--- src/hdl/fac_pkg.sv ---
// Package for the FIFO-replacement fully associative cache.
// Holds the store depth, item kinds and the controller-to-datapath command type.
// No dependencies.
package fac_pkg;

  localparam int NUM_ENTRIES = 8;
  localparam int KEY_W       = 32;
  localparam int VAL_W       = 32;

  typedef enum logic {
    KIND_LOOKUP = 1'b0,
    KIND_FILL   = 1'b1
  } kind_t;

  typedef struct packed {
    logic load;
  } fac_cmd_t;

endpackage

--- src/hdl/fac_ctrl.sv ---
// Controller for the FIFO-replacement cache: tracks the output register.
// Issues the load command to fac_dpath. Depends on fac_pkg.
module fac_ctrl
  import fac_pkg::*;
(
  input  logic     clk,
  input  logic     rst_n,
  input  logic     in_valid,
  output logic     in_ready,
  output logic     out_valid,
  input  logic     out_ready,
  output fac_cmd_t cmd
);

  typedef enum logic [1:0] {
    S_EMPTY = 2'b01,
    S_FULL  = 2'b10
  } state_t;

  state_t state_r, state_nxt;
  logic   accept;

  assign in_ready  = (state_r == S_EMPTY) || out_ready;
  assign out_valid = (state_r == S_FULL);
  assign accept    = in_valid && in_ready;
  assign cmd.load  = accept;

  always_comb begin
    state_nxt = state_r;
    unique case (state_r)
      S_EMPTY: begin
        if (accept) state_nxt = S_FULL;
      end
      S_FULL: begin
        if (out_ready && !accept) state_nxt = S_EMPTY;
      end
      default: state_nxt = S_EMPTY;
    endcase
  end

  always_ff @(posedge clk) begin
    if (!rst_n) begin
      state_r <= S_EMPTY;
    end else begin
      state_r <= state_nxt;
    end
  end

endmodule

--- src/hdl/fac_dpath.sv ---
// Datapath for the FIFO-replacement cache: entry shift store, parallel key
// compare with lowest-position priority, and the result register. Depends on fac_pkg.
module fac_dpath
  import fac_pkg::*;
(
  input  logic             clk,
  input  logic             rst_n,
  input  fac_cmd_t         cmd,
  input  logic             in_kind,
  input  logic [KEY_W-1:0] in_key,
  input  logic [VAL_W-1:0] in_fill_value,
  output logic             out_hit,
  output logic [VAL_W-1:0] out_read_value,
  output logic             out_evicted
);

  logic [KEY_W-1:0] entry_keys_r   [NUM_ENTRIES];
  logic [VAL_W-1:0] entry_values_r [NUM_ENTRIES];
  logic [NUM_ENTRIES-1:0] entry_valid_r;

  logic             match_hit;
  logic [VAL_W-1:0] match_value;
  logic             is_fill;

  logic             hit_r;
  logic [VAL_W-1:0] read_value_r;
  logic             evicted_r;

  assign is_fill = (kind_t'(in_kind) == KIND_FILL);

  always_comb begin
    match_hit   = 1'b0;
    match_value = '0;
    for (int i = NUM_ENTRIES - 1; i >= 0; i--) begin
      if (entry_valid_r[i] && (entry_keys_r[i] == in_key)) begin
        match_hit   = 1'b1;
        match_value = entry_values_r[i];
      end
    end
  end

  always_ff @(posedge clk) begin
    if (!rst_n) begin
      entry_valid_r <= '0;
    end else if (cmd.load && is_fill) begin
      entry_valid_r <= {entry_valid_r[NUM_ENTRIES-2:0], 1'b1};
    end
  end

  always_ff @(posedge clk) begin
    if (cmd.load && is_fill) begin
      for (int i = NUM_ENTRIES - 1; i > 0; i--) begin
        entry_keys_r[i]   <= entry_keys_r[i-1];
        entry_values_r[i] <= entry_values_r[i-1];
      end
      entry_keys_r[0]   <= in_key;
      entry_values_r[0] <= in_fill_value;
    end
  end

  always_ff @(posedge clk) begin
    if (cmd.load) begin
      hit_r        <= !is_fill && match_hit;
      read_value_r <= is_fill ? '0 : match_value;
      evicted_r    <= is_fill && entry_valid_r[NUM_ENTRIES-1];
    end
  end

  assign out_hit        = hit_r;
  assign out_read_value = read_value_r;
  assign out_evicted    = evicted_r;

endmodule

--- src/hdl/fifo_associative_cache_unit.sv ---
// Top level of the FIFO-replacement fully associative cache.
// A result is valid in the cycle after its item is accepted.
// Throughput: one item per cycle while out_ready is high; the output register refills on the beat it is taken.
// Reset (rst_n low, synchronous) clears all entry valid bits and empties the
// output register; entry keys and values are not reset. Depends on fac_pkg.
module fifo_associative_cache_unit
  import fac_pkg::*;
(
  input  logic             clk,
  input  logic             rst_n,
  input  logic             in_valid,
  output logic             in_ready,
  input  logic             in_kind,
  input  logic [KEY_W-1:0] in_key,
  input  logic [VAL_W-1:0] in_fill_value,
  output logic             out_valid,
  input  logic             out_ready,
  output logic             out_hit,
  output logic [VAL_W-1:0] out_read_value,
  output logic             out_evicted
);

  fac_cmd_t cmd;

  fac_ctrl u_ctrl (
    .clk       (clk),
    .rst_n     (rst_n),
    .in_valid  (in_valid),
    .in_ready  (in_ready),
    .out_valid (out_valid),
    .out_ready (out_ready),
    .cmd       (cmd)
  );

  fac_dpath u_dpath (
    .clk            (clk),
    .rst_n          (rst_n),
    .cmd            (cmd),
    .in_kind        (in_kind),
    .in_key         (in_key),
    .in_fill_value  (in_fill_value),
    .out_hit        (out_hit),
    .out_read_value (out_read_value),
    .out_evicted    (out_evicted)
  );

  a_accept_gives_result: assert property (@(posedge clk) disable iff (!rst_n)
    (in_valid && in_ready) |=> out_valid)
    else $error("accepted beat produced no result");

  a_fill_no_hit: assert property (@(posedge clk) disable iff (!rst_n)
    (in_valid && in_ready && in_kind) |=> (!out_hit && (out_read_value == '0)))
    else $error("fill beat reported a hit or value");

  a_lookup_no_evict: assert property (@(posedge clk) disable iff (!rst_n)
    (in_valid && in_ready && !in_kind) |=> !out_evicted)
    else $error("lookup beat reported an eviction");

  a_miss_zero_value: assert property (@(posedge clk) disable iff (!rst_n)
    (out_valid && !out_hit) |-> (out_read_value == '0))
    else $error("miss carries nonzero value");

endmodule

--- config.mk ---
export PLATFORM = sky130hd
export DESIGN_NAME = fifo_associative_cache_unit
export DESIGN_NICKNAME = d
export VERILOG_FILES = /design/src/hdl/fac_pkg.sv /design/src/hdl/fac_ctrl.sv /design/src/hdl/fac_dpath.sv /design/src/hdl/fifo_associative_cache_unit.sv
export SDC_FILE = /design/constraint.sdc
export NUM_CORES = 1
export LEC_CHECK = 0
export ABC_AREA = 1
export BUFFER_PORTS_ARGS = -buffer_cell sky130_fd_sc_hd__buf_2
export CAP_MARGIN = 20
export CORE_MARGIN = 2
export CORE_UTILIZATION = 47
export CTS_CLUSTER_DIAMETER = 100
export DETAILED_ROUTE_END_ITERATION = 6
export GPL_TIMING_DRIVEN = 0
export PLACE_DENSITY = 0.69
export SYNTH_ARGS = -nofsm -noshare
export SYNTH_HDL_FRONTEND = slang
export SYNTH_SLANG_ARGS = --single-unit
export TNS_END_PERCENT = 30
--- constraint.sdc ---
create_clock -name clk -period 26.4 [get_ports clk]
set_input_delay 2.64 -clock clk [delete_from_list [all_inputs] [get_ports clk]]
set_output_delay 2.64 -clock clk [all_outputs]
set_load 0.02 [all_outputs]
==> flow_summary.yaml, run 1 <==
run_status:
  run_status: "completed"
yosys:
  ys_async_sr_fraction_pct: 0
  synth_area_per_cell_um2: 11.6
  netlist_instances: 2050
  ys_ff_latch: 556
  ys_top_cells_by_area: "edfxtp_1 (69%), nand2_1 (8.3%), a21oi_1 (3.0%), inv_1 (2.6%), o21ai_0 (2.2%)"
  ys_types: 42
  yosysTopAreaCell: "edfxtp_1"
  synth_fp_nets: 2119
  synth-seq-area-share_pct: 69.6
  synth.top_cell.area_share_pct: 68.8
  synthFlopType: "edfxtp_1"
  synth_edf_count: 546
  synth_area_mm2: 0.0238
  yosysWarnings: 0
sta:
  hold-worst-slack_ps: 442
  finalCritPeriodShare_pct: 21.4
  finalSetupViolCount: 0
  finalWorstSetupSlack_ps: 20740
  hold_viol: 0
  finClkSkew_ps: 23.6
  finalSetupTns_ps: 0
  slew_viol_final: 0
  fin_crit_ps: 5660
  worstMarginPinSlew_ps: 954
  rsz0062_at_grt: "no"
  max_freq_mhz: 177
  timing.slew.headroom_pct: 36.3
pwr:
  power.density_mw_per_mm2: 73.1
  p_leak_nw: 10.5
  ir_worst_vdd_mv: 0.0479
setup_path:
  start_kind: "input pin"
  cp-end-kind: "primary output"
  cp_max_fo: 2
  worstSetupPathType: "input pin to primary output"
  worstPathArrival_ps: 3020
  setup.worst_path.start: "out_ready"
  reg2reg_from: "u_ctrl.state_r[1]"
  crit_required_ps: 23760
floorplanning:
  die_x_um: 229
  start_util_pct: 47.6
  core_area_mm2: 0.0501
  rows: 82
  top_level_ports: 105
  die_area_mm2: 0.0525
  die_height_um: 229
clock_tree:
  postCtsHoldBufs: 0
  cts_tree: "built"
  cts_buffers: 57
  clk_pin_slew_ps: 60
  cts_sinks: 556
  root_buffer: "clkbuf_16"
  htreeDepth: 2
  cts_resized: 0
  post-cts-setup-buffers: 0
  cts_max_path_buffers: 3
  insertion_delay_ps: 620
route:
  drc: 0
  vias: 16000
  viasPerCell: 5.44
  drt_pre_antenna_iters: 6
  wl_per_cell_um: 20.9
  postRouteAntennaNets: 0
  drt-total-wl_mm: 61.5
  drt-initial-drc-count: 1700
cells_and_area:
  most-common-layout-cells: "edfxtp_1 (546), nand2_1 (526), inv_1 (164), buf_2 (147), a21oi_1 (144)"
  area_delta_synth_final_pct: 14.5
  nets: 2290
  fin_util_pct: 54.5
  drive_gt1_share_pct: 15.6
  final_common_cell: "edfxtp_1"
  num_antenna_cells: 0
job:
  maxCapViolations: 0
grt:
  grt_max_degree: 74
  antenna_found_initial: 0
  grt_pass1_wl_mm: 92.3
  gr-total-overflow: 0
  globalRouteTotalUtil_pct: 23.3
  grt_pass1_vias: 15600
place:
  dp_hpwl_mm: 43.6
  place_congestion: 0.929
  pre_cts_slack_ps: 20740
  port_buffers: 104
min_path:
  min_from: "u_dpath.entry_values_r[2][29]"
  hold_class: "register to register"
sequential cells by signal (all words and copies together), names as in the netlist:
signal	flops
u_dpath.entry_valid_r	8
u_dpath.out_evicted	1
u_dpath.entry_values_r	256
u_dpath.out_read_value	32
u_dpath.out_hit	1
u_ctrl.state_r	2
u_dpath.entry_keys_r	256
critical path, cell delays in order:
cell and delay (ps):
buf_2 100, inv_1 60, nand2_1 60, buf_2 160
area by class of cell:
type | count | area, um2
tap | 672 | 841
clock inverter | 32 | 359
clock buffer | 72 | 1510
fill | 4240 | 22800
sequential | 556 | 16600
inverter | 192 | 721
buffer | 81 | 542
multi-input combinational | 1221 | 5980
timing repair buffer | 112 | 733
stage by stage:
step / instances / power (mW) / cell area [um2]
2_1_floorplan: 2050 / 1.17 / 23800
3_3_place_gp: 2826 / 1.24 / 25200
3_5_place_dp: 2834 / 1.20 / 25400
4_1_cts: 2938 / 2.00 / 27300
5_1_grt: 2938 / 2.06 / 27300
6_report: 2938 / 1.99 / 27300
routing by layer:
metal	part of all wire [%]	track usage [%]
met5	0	0
met4	2.6	6.62
met3	8.0	4.44
met2	46	37.2
met1	43	32.7
final timing paths:
| path | to | slack (ps) | depth (start not counted) |
|---|---|---|---|
| setup / recovery | in_ready | 20740 | 4 |
| setup reg to reg | u_dpath.entry_keys_r[1][47] | 23240 | 9 |
| hold / removal | u_dpath.entry_values_r[2][61] | 440 | 0 |
| hold reg to reg | u_dpath.entry_values_r[2][61] | 440 | 0 |
Yosys cell counts (2+ instances only):
library cell and count:
nor3_1 18, xor2_1 27, o211ai_1 5, nand3b_1 2
nand4_1 16, nor4_1 8, o21ai_1 13, nor2_2 3
edfxtp_1 546, xnor2_1 37, a21oi_1 144, o21ai_0 106
a211oi_1 4, o22ai_1 35, clkbuf_1 9, a21oi_2 31
o221ai_1 2, a22o_1 12, nand3_2 2, o2111ai_1 3
and2_1 2, nand2_1 526, inv_2 27, buf_2 43
or2_2 18, buf_6 19, nand3_1 51, nor2_1 112
or2_1 7, buf_4 10, or2_0 24, a221oi_1 4
inv_1 165, nor2_4 2, dfxtp_1 10
where the power goes:
group | internal (mW) | leakage [nW] | total (mW) | switching (mW)
clock | 0.474 | 0.918 | 0.813 | 0.340
sequential | 1.03 | 5.19 | 1.06 | 0.0284
combinational | 0.0364 | 4.41 | 0.123 | 0.0865
cells by family (layout without fill, tap and decap cells):
family / after synthesis / in the layout / share of synthesized area, %
buffers and inverters: 273 / 489 / 5.28
xor gates and xnor gates: 64 / 64 / 2.35
and+or+nand+nor: 795 / 795 / 14.0
AOI/OAI and AO/OA: 362 / 362 / 8.75
DFF: 556 / 556 / 69.6
No activity file was read; power rests on OpenSTA's default activity.
==> inputs of run 2 (changes only) <==
- PLACE_DENSITY: 0.69 -> 0.71
- clock period: 26.4 -> 4.8 ns (I/O delays scaled with it)
==> run 2 against run 1 <==
Clock skew is 5.4 ps higher. Global-route usage is 0.26 points lower. Wire length is 1.4% lower. Critical endpoint is now u_dpath.entry_values_r[0][6]. Largest cell class unchanged.
==> flow_summary.yaml, run 2 (synthesized netlist as in run 1, its figures left out) <==
clock_tree:
  insertion_delay_ps: 620
  cts_tree: "built"
  cts_sinks: 556
  root_buffer: "clkbuf_16"
  htreeDepth: 2
  post-cts-setup-buffers: 0
  postCtsHoldBufs: 0
  cts_max_path_buffers: 3
  cts_buffers: 58
  cts_resized: 0
  clk_pin_slew_ps: 60
setup_path:
  crit_slowest_cell: "clkbuf_16"
  cp_max_fo: 205
  worstSetupPathType: "register to register"
  worstPathArrival_ps: 3260
  path_cells: "inv_1, nand2_1, nand2_1, nand2_1, nor2_1, clkbuf_16, buf_16"
  crit_top_cell: "nand2_1"
  cpLargestDelayFamily: "buffers and inverters"
  start_kind: "register"
  endpoint: "u_dpath.entry_values_r[0][6]"
  rrSetupSlack_ps: 1750
  reg2reg_from: "u_ctrl.state_r[1]"
  slowest_delay_ps: 590
  crit_cells: 7
  cp-end-kind: "register"
  setup.worst_path.start: "u_ctrl.state_r[1]"
  path_buf_inv: 3
  r2r_cells: 7
  crit_required_ps: 5010
  r2r_end: "u_dpath.entry_values_r[0][6]"
sta:
  worstMarginPinSlew_ps: 1160
  timing.slew.headroom_pct: 22.6
  hold_viol: 0
  finClkSkew_ps: 29.0
  max_freq_mhz: 328
  finalCritPeriodShare_pct: 63.6
  rsz0062_at_grt: "no"
  fin_crit_ps: 3050
  slew_viol_final: 0
  hold-worst-slack_ps: 49.6
  finalSetupViolCount: 0
cells_and_area:
  num_antenna_cells: 0
  final_common_cell: "edfxtp_1"
  fin_area_mm2: 0.0270
  fill_cells: 4295
  drive_gt1_share_pct: 15.1
  most-common-layout-cells: "edfxtp_1 (546), nand2_1 (526), inv_1 (164), buf_2 (147), a21oi_1 (144)"
  area_delta_synth_final_pct: 13.3
  nets: 2285
  register_area_mm2: 0.0166
  multiInputGateArea_mm2: 0.00598
route:
  postRouteAntennaNets: 0
  drt-total-wl_mm: 60.6
  drc: 0
  drt_pre_antenna_iters: 6
  drt-initial-drc-count: 1742
  vias: 16000
  wl_per_cell_um: 20.7
  viasPerCell: 5.45
grt:
  grt_pass1_wl_mm: 91.8
  globalRouteTotalUtil_pct: 23.0
  gr-total-overflow: 0
  antenna_found_initial: 0
  grt_max_degree: 206
  grt_pass1_vias: 15700
floorplanning:
  start_util_pct: 47.6
  top_level_ports: 105
  rows: 82
  core_area_mm2: 0.0501
  die_area_mm2: 0.0525
  die_x_um: 229
  die_height_um: 229
place:
  place_congestion: 0.941
  port_buffers: 104
  place_area_mm2: 0.0253
  dp_hpwl_mm: 42.1
pwr:
  ir_worst_vdd_mv: 0.271
  p_leak_nw: 10.4
  power.density_mw_per_mm2: 395
min_path:
  hold_class: "input pin to register"
job:
  maxCapViolations: 0
run_status:
  run_status: "completed"
run 2: changes by cell type in the layout (fill, tap and decap cells not counted), sizes merged:
cell | previous run | this run
clkbuf | 81 | 89
buf | 184 | 178
bufinv | 7 | 1
clkinv | 22 | 21
inv | 194 | 195
run 2: per-stage QoR:
| stage | setup WS, ps | power, mW | instances | util [%] | TNS [ps] |
|---|---|---|---|---|---|
| floorplan | 1070 | 6.28 | 2050 | - | 0 |
| global placement | -52.9 | 6.57 | 2826 | 50.3 | -52.9 |
| detailed placement | 1480 | 6.57 | 2828 | 50.5 | 0 |
| CTS | 1840 | 10.7 | 2934 | 53.9 | 0 |
| global route | 1570 | 11.0 | 2934 | 53.9 | 0 |
| finish | 1750 | 10.7 | 2934 | 53.9 | 0 |
run 2: worst min path at each step:
stage | depth (start not counted) | slack, ps | start | end
final | 1 | 50 | in_fill_value[0] | u_dpath.entry_values_r[0][0]
after global routing | 1 | 20 | in_fill_value[25] | u_dpath.entry_values_r[0][25]
after detailed placement | 0 | 430 | u_dpath.entry_values_r[0][8] | u_dpath.entry_values_r[0][40]
after global placement | 0 | 420 | u_dpath.entry_values_r[2][1] | u_dpath.entry_values_r[2][33]
after CTS | 1 | 20 | in_fill_value[0] | u_dpath.entry_values_r[0][0]
after floorplan | 0 | 420 | u_dpath.entry_values_r[2][25] | u_dpath.entry_values_r[2][57]
run 2: metal layers:
layer	vias up	track usage, %	wire [um]
li1	7424	-	-
met1	7754	31.7	25500
met2	698	36.5	28000
met3	128	3.92	4840
met4	0	9.31	2250
met5	-	0	0
run 2: area by class of cell:
class	count	area share [%]
Buffer	81	2.07
Clock buffer	80	5.80
Clock inverter	26	0.621
Inverter	192	2.67
Multi-Input combinational cell	1221	22.1
Sequential cell	556	61.4
Tap cell	672	3.11
Timing Repair Buffer	106	2.13
run 2: power by group:
group          total, mW  leakage (nW)  switching, mW  internal, mW
Sequential          5.82          5.19          0.154          5.67
Combinational      0.650          4.35          0.468         0.183
Clock               4.19         0.845           1.86          2.33
Total               10.7          10.4           2.48          8.18
